## src/hdl/mcmd_pkg.sv

```systemverilog
// Shared types and constants for the MIDI channel message decoder.
// No dependencies; every other file takes names from here by scope.
package mcmd_pkg;

  localparam int CHANNELS   = 16;
  localparam int CHAN_W     = 4;
  localparam int CHAN_IDX_W = (CHANNELS > 1) ? $clog2(CHANNELS) : 1;
  localparam int DATA_W     = 7;
  localparam int RPN_W      = 8;

  localparam logic [CHAN_W:0]  CHAN_LIMIT = (CHAN_W + 1)'(CHANNELS);
  localparam logic [RPN_W-1:0] RPN_NONE   = 8'hFF;
  localparam logic [RPN_W-1:0] RPN_ZERO   = 8'h00;
  localparam logic [RPN_W-1:0] RPN_NULL_7 = 8'h7F;

  // status byte upper nibble
  typedef enum logic [3:0] {
    ST_NOTEOFF  = 4'h8,
    ST_NOTEON   = 4'h9,
    ST_PRESSURE = 4'hA,
    ST_CONTROL  = 4'hB,
    ST_PROGRAM  = 4'hC,
    ST_PITCH    = 4'hE
  } status_type_t;

  // controller numbers
  typedef enum logic [DATA_W-1:0] {
    CC_BANK       = 7'h00,
    CC_DATA_ENTRY = 7'h06,
    CC_VOLUME     = 7'h07,
    CC_PAN        = 7'h0A,
    CC_EXPRESSION = 7'h0B,
    CC_SUSTAIN    = 7'h40,
    CC_NRPN_LSB   = 7'h62,
    CC_NRPN_MSB   = 7'h63,
    CC_RPN_LSB    = 7'h64,
    CC_RPN_MSB    = 7'h65,
    CC_SOUNDSOFF  = 7'h78,
    CC_RESETCTL   = 7'h79,
    CC_NOTESOFF   = 7'h7B,
    CC_MONO       = 7'h7E,
    CC_POLY       = 7'h7F
  } ctl_num_t;

  typedef enum logic [3:0] {
    EV_NOTEOFF    = 4'd0,
    EV_NOTEON     = 4'd1,
    EV_PRESSURE   = 4'd2,
    EV_PITCHRANGE = 4'd3,
    EV_PITCHWHEEL = 4'd4,
    EV_VOLUME     = 4'd5,
    EV_PAN        = 4'd6,
    EV_EXPRESSION = 4'd7,
    EV_PROGRAM    = 4'd8,
    EV_SUSTAIN    = 4'd9,
    EV_RESETCTL   = 4'd10,
    EV_NOTESOFF   = 4'd11,
    EV_SOUNDSOFF  = 4'd12,
    EV_MONO       = 4'd13,
    EV_POLY       = 4'd14,
    EV_BANK       = 4'd15
  } ev_kind_t;

  localparam logic [DATA_W-1:0] RANGE_DEFAULT = 7'd2;

endpackage

```

## src/hdl/mcmd_if.sv

```systemverilog
// Valid/ready channel interfaces for message words in and event words out.
// Depends on mcmd_pkg for field widths.
interface mcmd_msg_if;
  logic                         valid;
  logic                         ready;
  logic [7:0]                   status_byte;
  logic [mcmd_pkg::DATA_W-1:0]  data1;
  logic [mcmd_pkg::DATA_W-1:0]  data2;

  modport source (output valid, output status_byte, output data1, output data2,
                  input ready);
  modport sink   (input valid, input status_byte, input data1, input data2,
                  output ready);
endinterface

interface mcmd_evt_if;
  logic                         valid;
  logic                         ready;
  logic [3:0]                   event_kind;
  logic [mcmd_pkg::CHAN_W-1:0]  channel_out;
  logic [mcmd_pkg::DATA_W-1:0]  key_field;
  logic [mcmd_pkg::DATA_W-1:0]  value_field;

  modport source (output valid, output event_kind, output channel_out,
                  output key_field, output value_field, input ready);
  modport sink   (input valid, input event_kind, input channel_out,
                  input key_field, input value_field, output ready);
endinterface

```

## src/hdl/midi_channel_message_decoder.sv

```systemverilog
// MIDI channel voice message decoder with per-channel RPN registers.
// Input register feeds the result register; one word per cycle unless the output stalls.
// The per-channel RPN flops are read and written in the decode stage, so back-to-back
// messages on one channel see each other's updates. Sync active-low reset clears the
// pipeline valids and sets every RPN register to 0xFF (nothing selected).
// Depends on mcmd_pkg and the channel interfaces in mcmd_if.sv.
module midi_channel_message_decoder (
  input  logic               clk,
  input  logic               rst_n,
  mcmd_msg_if.sink           in_msg,
  mcmd_evt_if.source         out_evt
);

  // ---------------------------------------------------------------------------
  // Stage 1: input register
  // ---------------------------------------------------------------------------
  logic                             s1_valid_r;
  logic [7:0]                       s1_status_r;
  logic [mcmd_pkg::DATA_W-1:0]      s1_d1_r;
  logic [mcmd_pkg::DATA_W-1:0]      s1_d2_r;

  // per-channel RPN pair
  logic [mcmd_pkg::RPN_W-1:0]       rpn_high_r [mcmd_pkg::CHANNELS];
  logic [mcmd_pkg::RPN_W-1:0]       rpn_low_r  [mcmd_pkg::CHANNELS];

  // result register
  logic                             out_valid_r;
  mcmd_pkg::ev_kind_t               out_kind_r;
  logic [mcmd_pkg::CHAN_W-1:0]      out_chan_r;
  logic [mcmd_pkg::DATA_W-1:0]      out_key_r;
  logic [mcmd_pkg::DATA_W-1:0]      out_val_r;

  // decode outputs
  logic                             has_ev;
  mcmd_pkg::ev_kind_t               ev_kind;
  logic [mcmd_pkg::DATA_W-1:0]      ev_key;
  logic [mcmd_pkg::DATA_W-1:0]      ev_val;
  logic                             hi_we;
  logic                             lo_we;
  logic [mcmd_pkg::RPN_W-1:0]       hi_d;
  logic [mcmd_pkg::RPN_W-1:0]       lo_d;

  logic [3:0]                       s1_type;
  logic [mcmd_pkg::CHAN_W-1:0]      s1_chan;
  logic [mcmd_pkg::CHAN_IDX_W-1:0]  s1_idx;
  logic                             chan_ok;
  logic [mcmd_pkg::RPN_W-1:0]       cur_hi;
  logic [mcmd_pkg::RPN_W-1:0]       cur_lo;

  logic                             out_free;
  logic                             s1_go;
  logic                             in_fire;

  assign s1_type = s1_status_r[7:4];
  assign s1_chan = s1_status_r[mcmd_pkg::CHAN_W-1:0];
  assign s1_idx  = s1_chan[mcmd_pkg::CHAN_IDX_W-1:0];
  assign chan_ok = {1'b0, s1_chan} < mcmd_pkg::CHAN_LIMIT;
  assign cur_hi  = rpn_high_r[s1_idx];
  assign cur_lo  = rpn_low_r[s1_idx];

  // Output slot is free when empty or being drained this cycle. Words with no
  // event retire regardless of the output side.
  assign out_free     = !out_valid_r || out_evt.ready;
  assign s1_go        = s1_valid_r && (!has_ev || out_free);
  assign in_msg.ready = !s1_valid_r || s1_go;
  assign in_fire      = in_msg.valid && in_msg.ready;

  // ---------------------------------------------------------------------------
  // Decode
  // ---------------------------------------------------------------------------
  always_comb begin
    has_ev  = 1'b0;
    ev_kind = mcmd_pkg::EV_NOTEOFF;
    ev_key  = s1_d1_r;
    ev_val  = '0;
    hi_we   = 1'b0;
    lo_we   = 1'b0;
    hi_d    = mcmd_pkg::RPN_NONE;
    lo_d    = mcmd_pkg::RPN_NONE;
    if (chan_ok) begin
      unique case (s1_type)
        mcmd_pkg::ST_NOTEOFF: begin
          has_ev  = 1'b1;
          ev_kind = mcmd_pkg::EV_NOTEOFF;
        end
        mcmd_pkg::ST_NOTEON: begin
          has_ev  = 1'b1;
          ev_kind = mcmd_pkg::EV_NOTEON;
          ev_val  = s1_d2_r;
        end
        mcmd_pkg::ST_PRESSURE: begin
          has_ev  = 1'b1;
          ev_kind = mcmd_pkg::EV_PRESSURE;
          ev_val  = s1_d2_r;
        end
        mcmd_pkg::ST_PROGRAM: begin
          has_ev  = 1'b1;
          ev_kind = mcmd_pkg::EV_PROGRAM;
        end
        mcmd_pkg::ST_PITCH: begin
          has_ev  = 1'b1;
          ev_kind = mcmd_pkg::EV_PITCHWHEEL;
          ev_val  = s1_d2_r;
        end
        mcmd_pkg::ST_CONTROL: begin
          // controller value goes out in the key field
          ev_key = s1_d2_r;
          unique case (s1_d1_r)
            mcmd_pkg::CC_BANK:       begin has_ev = 1'b1; ev_kind = mcmd_pkg::EV_BANK;       end
            mcmd_pkg::CC_VOLUME:     begin has_ev = 1'b1; ev_kind = mcmd_pkg::EV_VOLUME;     end
            mcmd_pkg::CC_PAN:        begin has_ev = 1'b1; ev_kind = mcmd_pkg::EV_PAN;        end
            mcmd_pkg::CC_EXPRESSION: begin has_ev = 1'b1; ev_kind = mcmd_pkg::EV_EXPRESSION; end
            mcmd_pkg::CC_SUSTAIN:    begin has_ev = 1'b1; ev_kind = mcmd_pkg::EV_SUSTAIN;    end
            mcmd_pkg::CC_SOUNDSOFF: begin
              has_ev = 1'b1; ev_kind = mcmd_pkg::EV_SOUNDSOFF; ev_key = '0;
            end
            mcmd_pkg::CC_RESETCTL: begin
              has_ev = 1'b1; ev_kind = mcmd_pkg::EV_RESETCTL; ev_key = '0;
            end
            mcmd_pkg::CC_NOTESOFF: begin
              has_ev = 1'b1; ev_kind = mcmd_pkg::EV_NOTESOFF; ev_key = '0;
            end
            mcmd_pkg::CC_MONO: begin
              has_ev = 1'b1; ev_kind = mcmd_pkg::EV_MONO; ev_key = '0;
            end
            mcmd_pkg::CC_POLY: begin
              has_ev = 1'b1; ev_kind = mcmd_pkg::EV_POLY; ev_key = '0;
            end
            mcmd_pkg::CC_NRPN_LSB: lo_we = 1'b1;
            mcmd_pkg::CC_NRPN_MSB: hi_we = 1'b1;
            mcmd_pkg::CC_RPN_LSB: begin
              hi_we = 1'b1;
              hi_d  = {1'b0, s1_d2_r};
            end
            mcmd_pkg::CC_RPN_MSB: begin
              lo_we = 1'b1;
              lo_d  = {1'b0, s1_d2_r};
            end
            mcmd_pkg::CC_DATA_ENTRY: begin
              ev_kind = mcmd_pkg::EV_PITCHRANGE;
              if (cur_hi == mcmd_pkg::RPN_ZERO && cur_lo == mcmd_pkg::RPN_ZERO) begin
                has_ev = 1'b1;
              end else if (cur_hi == mcmd_pkg::RPN_NULL_7 &&
                           cur_lo == mcmd_pkg::RPN_NULL_7) begin
                // null-ish pair: default range, then deselect
                has_ev = 1'b1;
                ev_key = mcmd_pkg::RANGE_DEFAULT;
                hi_we  = 1'b1;
                lo_we  = 1'b1;
              end
            end
            default: ;
          endcase
        end
        default: ;
      endcase
    end
  end

  // ---------------------------------------------------------------------------
  // Registers
  // ---------------------------------------------------------------------------
  always_ff @(posedge clk) begin
    if (!rst_n) begin
      s1_valid_r <= 1'b0;
    end else if (in_fire) begin
      s1_valid_r <= 1'b1;
    end else if (s1_go) begin
      s1_valid_r <= 1'b0;
    end
  end

  always_ff @(posedge clk) begin
    if (in_fire) begin
      s1_status_r <= in_msg.status_byte;
      s1_d1_r     <= in_msg.data1;
      s1_d2_r     <= in_msg.data2;
    end
  end

  always_ff @(posedge clk) begin
    if (!rst_n) begin
      for (int i = 0; i < mcmd_pkg::CHANNELS; i++) begin
        rpn_high_r[i] <= mcmd_pkg::RPN_NONE;
        rpn_low_r[i]  <= mcmd_pkg::RPN_NONE;
      end
    end else if (s1_go) begin
      if (hi_we) begin
        rpn_high_r[s1_idx] <= hi_d;
      end
      if (lo_we) begin
        rpn_low_r[s1_idx] <= lo_d;
      end
    end
  end

  always_ff @(posedge clk) begin
    if (!rst_n) begin
      out_valid_r <= 1'b0;
    end else if (s1_go && has_ev) begin
      out_valid_r <= 1'b1;
    end else if (out_evt.ready) begin
      out_valid_r <= 1'b0;
    end
  end

  always_ff @(posedge clk) begin
    if (s1_go && has_ev) begin
      out_kind_r <= ev_kind;
      out_chan_r <= s1_chan;
      out_key_r  <= ev_key;
      out_val_r  <= ev_val;
    end
  end

  assign out_evt.valid       = out_valid_r;
  assign out_evt.event_kind  = out_kind_r;
  assign out_evt.channel_out = out_chan_r;
  assign out_evt.key_field   = out_key_r;
  assign out_evt.value_field = out_val_r;

  // ---------------------------------------------------------------------------
  // Assertions
  // ---------------------------------------------------------------------------
  a_reset_empty: assert property (@(posedge clk) !rst_n |=> !out_valid_r && !s1_valid_r)
    else $error("pipeline not empty after reset");

  a_no_overwrite: assert property (@(posedge clk) disable iff (!rst_n)
    (s1_go && has_ev) |-> (!out_valid_r || out_evt.ready))
    else $error("result register overwritten while held");

  a_hold_stalled: assert property (@(posedge clk) disable iff (!rst_n)
    (s1_valid_r && !s1_go) |-> !in_msg.ready)
    else $error("input accepted over a stalled word");

  a_null_clear: assert property (@(posedge clk) disable iff (!rst_n)
    (s1_go && has_ev && hi_we && lo_we) |=>
      (rpn_high_r[$past(s1_idx)] == mcmd_pkg::RPN_NONE &&
       rpn_low_r[$past(s1_idx)] == mcmd_pkg::RPN_NONE))
    else $error("RPN pair not cleared after default range");

endmodule

```

## src/flat_wrapper.sv

```systemverilog
// flat-port wrapper written by rule: the top's interface ports become plain ports
module midi_channel_message_decoder_flat 
  (clk, rst_n, in_msg_valid, in_msg_status_byte, in_msg_data1, in_msg_data2, in_msg_ready, out_evt_valid, out_evt_event_kind, out_evt_channel_out, out_evt_key_field, out_evt_value_field, out_evt_ready);
  mcmd_msg_if in_msg_i ();
  mcmd_evt_if out_evt_i ();
  input  logic clk;
  input  logic rst_n;
  input wire logic [$bits(in_msg_i.valid)-1:0] in_msg_valid;
  input wire logic [$bits(in_msg_i.status_byte)-1:0] in_msg_status_byte;
  input wire logic [$bits(in_msg_i.data1)-1:0] in_msg_data1;
  input wire logic [$bits(in_msg_i.data2)-1:0] in_msg_data2;
  output wire logic [$bits(in_msg_i.ready)-1:0] in_msg_ready;
  output wire logic [$bits(out_evt_i.valid)-1:0] out_evt_valid;
  output wire logic [$bits(out_evt_i.event_kind)-1:0] out_evt_event_kind;
  output wire logic [$bits(out_evt_i.channel_out)-1:0] out_evt_channel_out;
  output wire logic [$bits(out_evt_i.key_field)-1:0] out_evt_key_field;
  output wire logic [$bits(out_evt_i.value_field)-1:0] out_evt_value_field;
  input wire logic [$bits(out_evt_i.ready)-1:0] out_evt_ready;
  assign in_msg_i.valid = in_msg_valid;
  assign in_msg_i.status_byte = in_msg_status_byte;
  assign in_msg_i.data1 = in_msg_data1;
  assign in_msg_i.data2 = in_msg_data2;
  assign in_msg_ready = in_msg_i.ready;
  assign out_evt_valid = out_evt_i.valid;
  assign out_evt_event_kind = out_evt_i.event_kind;
  assign out_evt_channel_out = out_evt_i.channel_out;
  assign out_evt_key_field = out_evt_i.key_field;
  assign out_evt_value_field = out_evt_i.value_field;
  assign out_evt_i.ready = out_evt_ready;
  midi_channel_message_decoder u_core (.clk(clk), .rst_n(rst_n), .in_msg(in_msg_i), .out_evt(out_evt_i));
endmodule
```

## config.mk

```make
export PLATFORM = sky130hd
export DESIGN_NAME = midi_channel_message_decoder_flat
export DESIGN_NICKNAME = d
export VERILOG_FILES = /design/src/hdl/mcmd_pkg.sv /design/src/hdl/mcmd_if.sv /design/src/hdl/midi_channel_message_decoder.sv /design/src/flat_wrapper.sv
export SDC_FILE = /design/constraint.sdc
export NUM_CORES = 1
export LEC_CHECK = 0
export ABC_AREA = 1
export BUFFER_PORTS_ARGS = -buffer_cell sky130_fd_sc_hd__buf_2
export CAP_MARGIN = 5
export CORE_MARGIN = 2
export CORE_UTILIZATION = 25
export DETAILED_ROUTE_END_ITERATION = 16
export SLEW_MARGIN = 15
export SYNTH_ARGS = -nofsm -noshare
export SYNTH_HDL_FRONTEND = slang
export SYNTH_SLANG_ARGS = --single-unit
```

## constraint.sdc

```tcl
create_clock -name clk -period 3.3 [get_ports clk]
set_clock_uncertainty 0.1 [all_clocks]
set_input_delay 0.33 -clock clk [delete_from_list [all_inputs] [get_ports clk]]
set_output_delay 0.33 -clock clk [all_outputs]
set_load 0.01 [all_outputs]
```

Yosys cells after proc, flatten, opt, wreduce, memory -nomap -nowiden --
Memories as Yosys holds them, arrays and structs flattened. A register that Yosys moved wholly into a read port is not among the register bits. Index checks and enable logic that the tools add are counted.
Word-level totals: flip-flop bits (word level) 46, bits in writable memories 256, output and inout bits 24, word-level logic and storage cells 97, memories kept 2, bits of input ports 26
Operators by class: equality and inequality tests 22, muxes and demuxes 40, reduce and logical (&&, ||, !) cells 24
Memories:
- u_core.rpn_high_r | depth 16, width 8, rd ports 1, clocked after Yosys merged registers in 1, write ports 16, RTL line midi_channel_message_decoder.sv:23 | logic [mcmd_pkg::RPN_W-1:0] rpn_high_r [mcmd_pkg::CHANNELS];
- u_core.rpn_low_r | depth 16, width 8, rd ports 1, clocked after Yosys merged registers in 1, write ports 16, RTL line midi_channel_message_decoder.sv:24 | logic [mcmd_pkg::RPN_W-1:0] rpn_low_r [mcmd_pkg::CHANNELS];
Operator list (number):
- $eq 7x7->1 const B | 10
- $mux 8 | 6
- $pmux 4 s11 | 1
- $eq 4x4->1 const B | 6
- $mux 7 | 3
- $mux 1 | 20
- $pmux 4 s5 | 1
- $eq 8x7->1 const B | 2
- $logic_not 8->1 | 2
- $mux 4 | 4
- $reduce_or 8->1 | 2
- $eq 7x3->1 const B | 2
- $eq 7x4->1 const B | 2
- $pmux 7 s2 | 1
- $reduce_or 10->1 | 1
- $reduce_or 5->1 | 2
- $pmux 1 s2 | 4
- $logic_not 7->1 | 1
- $logic_and 1x1->1 | 5
- $reduce_bool 2->1 | 2
- $reduce_or 2->1 | 2
- $logic_not 1->1 | 3
- $logic_or 1x1->1 | 3
- $reduce_or 3->1 | 1

Depth between registers and ports, before layout --
depth after elaboration 14, gate-level depth with buffers 21, gate-level depth less buffers 19

Least setup slack after synthesis --
Ideal clock, no wire load.
kind register to register, from register with a tool-made name, to register u_core.out_chan_r, in the netlist u_core.out_evt.channel_out[0] (enable), period minus slack after synthesis 2863 ps, stages on the path, launching flop included 20, required time 2823 ps, buffers on the path 4, library setup time 377 ps, setup slack 437 ps, arrival 2386 ps, cells stage by stage dfxtp_1 > buf_4 > buf_6 > buf_6 > o211ai_1 > nand3_1 > nand3_1 > nand2_1 > nand2_1 > inv_1 > nand2_1 > nor2_1 > nand2_1 > nand3_1 > nand2_1 > nand2_2 > a21oi_2 > buf_2 > nand2_1 > inv_1
RTL lines:
- end signal, assigned | RTL line midi_channel_message_decoder.sv:210 | out_chan_r <= s1_chan;
- end, declared | RTL line midi_channel_message_decoder.sv:29 | logic [mcmd_pkg::CHAN_W-1:0] out_chan_r;

==> impl_metrics.tcl <==
set metrics [dict create \
    synth_edf_count 300 \
    fin_ws_ns 0.00808 \
    via_per_inst 5.09 \
    dieArea_um2 63800 \
    finalWirelength_mm 48.3 \
    synth_fa_ha_area_share_pct 0 \
    cts-root-buf "clkbuf_16" \
    synth_area_um2 15400 \
    yosys.area_share.simple_pct 30.4 \
    layout-drive-gt1-share_pct 15.7 \
    fin_cells 2566 \
    hold_class "primary input to flip-flop" \
    max_freq_mhz 304 \
    num_rows 91 \
    gp_congestion 0.910 \
    antenna_found_initial 0 \
    dpl_worst_slack_ns 0.00440 \
    hold_viol_final 0 \
    final_cell_area_um2 19100 \
    initial_utilization_pct 25.2 \
    clock_tree.buffer_depth 3 \
    ys_seq_area_share_pct 59.1 \
    power_w 0.00910 \
    drt-pass1-iter-count 5 \
    yosys_warnings 0 \
    clk_latency_ns 0.53 \
    slew_viol_final 0 \
    n_antenna_cell 0 \
    arrival_ns 2.86 \
    synth-xor-area-share_pct 0 \
    slowest_stage "dfxtp_4" \
    grt_use_total_pct 14.8 \
    timing.final.crit_share_pct 99.8 \
    grt-ovfl-total 0 \
    htreeDepth 2 \
    port_buffers 49 \
    wl_per_cell_um 18.8 \
    drt_iter0_markers 1358 \
    drc 0 \
    synthFlopType "edfxtp_1" \
    clkSinkCount 306 \
    die_y_um 252 \
    power_density_nw_per_um2 476 \
    muxShareOfSynthArea_pct 0 \
    synth.ff_latch_count 306 \
    fin_nets 1777 \
    max_slew_margin_pct 39.8 \
    dp.cells 2463 \
    synthCells 1660 \
    vias 13100 \
    slowest_delay_ns 0.48 \
    final_antenna_net_count 0 \
    leakage_nw 7.13 \
    cp.required_ns 2.87 \
    synth-async-reset-ratio_pct 0 \
    status "finished, final reports clean" \
    grt_max_degree 52 \
    ys_types 30 \
    placed_cell_area_um2 17300 \
    synth_compound_area_share_pct 1.85 \
    hpwl_mm 29.5 \
    cap_violations 0 \
    irDropWorstVdd_uv 343 \
    dieWidth_um 252 \
    clk_pin_slew_worst_paths_ns 0.06 \
    crit_path_cell_trace "buf_4 > clkbuf_16 > nand2_1 > nand2_1 > nand2_1 > nand3_1 > nand3_1 > nand2_1 > nand2_1 > inv_2 > nand2_1 > nor2_2 > nand2_1 > nand3_1 > nand2_1 > nand2_2 > nand3_4 > buf_6" \
    syn_to_final_growth_pct 24.0 \
    cts_tree "yes" \
    grt_pass1_vias 12600 \
    tightest_slew_ns 0.900 \
    rsz0062_at_grt "yes" \
    crit_path_start_kind "flip-flop" \
    min_period_ns 3.29 \
    numCtsBuffers 36 \
    core_um2 61400 \
    synth_fp_nets 1686 \
    worstSetupEndpointType "output pin" \
    crit_type "flip-flop to output pin" \
    finalSetupViolCount 0 \
    tns_ns 0 \
    grt_pass1_wl_mm 73.1 \
    avgSynthCellArea_um2 9.30 \
    synth_top_family_by_area "simple AND/OR/NAND/NOR gates" \
    cpMostUsedCell "nand2_1" \
    ios 50 \
    crit_fanout 15 \
]
## per-stage QoR
step / util, % / hold slack (ns)
3_5_place_dp: 28.2 / 0.408
4_1_cts: 30.6 / 0.117
5_1_grt: 31.2 / 0.209
6_report: 31.2 / 0.177
2_1_floorplan: - / 0.329
3_3_place_gp: 28.2 / 0.408
## cells by family (layout without fill, tap and decap cells)
group	count (synthesis)	in the layout
buffers and inverters	311	427
AOI/OAI and AO/OA	47	47
and+or+nand+nor	996	996
DFF	306	306
## power by group
| part | total [W] | internal, W | switching [W] | leakage, nW |
|---|---|---|---|---|
| clock | 0.00378 | 0.00222 | 0.00156 | 0.536 |
| sequential | 0.00435 | 0.00430 | 0.0000433 | 2.32 |
| combinational | 0.000979 | 0.000340 | 0.000639 | 4.27 |
| total | 0.00910 | 0.00686 | 0.00224 | 7.13 |
## area by class of cell
type / count / area (µm²)
clock buffers: 49 / 971
clock inverters: 14 / 126
fillers: 6149 / 42200
inverters: 159 / 609
multi-input cells: 1043 / 5130
flip-flops and latches: 306 / 9130
well taps: 790 / 988
repair buffers: 205 / 2180
## worst max-delay path, delay by kind of cell, from the launching register on
kind	cells	cell delay [ns]
buf+inv	4	0.55
flops	1	0.48
simple gates	14	1.30
## cell usage in the layout, fill, tap and decap left out, drive strengths merged, types with 4 or more instances in the layout
| cell type | netlist | layout |
|---|---|---|
| nand3 | 162 | 162 |
| o21ai | 30 | 30 |
| a21oi | 8 | 8 |
| nor3 | 8 | 8 |
| dlygate4sd3 | 0 | 23 |
| nand2 | 428 | 428 |
| a31oi | 4 | 4 |
| nor2 | 103 | 103 |
| inv | 159 | 160 |
| edfxtp | 300 | 300 |
| dfxtp | 6 | 6 |
| clkinv | 0 | 10 |
| nand4 | 291 | 291 |
| buf | 96 | 176 |
| clkbuf | 56 | 55 |
## cell usage after synthesis, types with 3 or more instances
library cell  instances  area share [%]
o211ai_1              3            0.15
a21oi_1               6            0.19
buf_4                 4            0.19
clkbuf_1             56             1.4
inv_2                 4           0.097
a31oi_1               3            0.12
nand2_1             427              10
dfxtp_1               6            0.78
buf_2                77             2.5
nand3_1             161             5.2
nand4_1             291              12
buf_6                 6            0.44
nor3_1                8            0.26
nor2_1              102             2.5
edfxtp_1            300              58
buf_1                 9            0.22
o21ai_0              26            0.84
inv_1               155             3.8
o21ai_1               4            0.13
## routing by layer
layer	track usage, %	share of wire (%)	vias to the layer above
met5	0	0	-
met4	6.54	4.0	0
met3	3.35	9.1	121
met2	23.9	47	637
met1	18.9	40	6265
li1	-	-	6048
## worst paths after layout
kind / from / endpoint / slack, ns / cells past startpoint
max: flip-flop / in_msg_ready / 0.008 / 18
min: out_evt_ready / u_core.out_evt.valid$_SDFFE_PN0P_ / 0.18 / 4
max reg2reg: flip-flop / u_core.rpn_low_r[1][1]$_SDFFCE_PN1P_ / 0.05 / 19
min reg2reg: u_core.s1_status_r[2]$_DFFE_PP_ / u_core.out_evt.channel_out[2]$_DFFE_PP_ / 0.49 / 0
## flip-flops by register name, summed over array words and instances (netlist names), named ones only
| name | flops |
|---|---|
| u_core.rpn_low_r | 128 |
| u_core.s1_d1_r | 7 |
| u_core.out_evt.value_field | 7 |
| u_core.s1_d2_r | 7 |
| u_core.rpn_high_r | 128 |
| u_core.out_evt.key_field | 7 |
| u_core.out_evt.channel_out | 4 |
| u_core.s1_status_r | 8 |
| u_core.s1_valid_r | 1 |
| u_core.out_evt.valid | 1 |
| u_core.out_evt.event_kind | 4 |
## repair_timing
action / in CTS / in global routing
hold buffers: 23 / 0
gates resized for setup: 18 / 41
setup buffers: 1 / 6
cloned: 4 / 6
endpoints found under the hold margin: 26 / 0
setup endpoints to repair: 30 / 454
pin swaps: 3 / 7
Note: power is estimated with default switching activity, not from simulation.
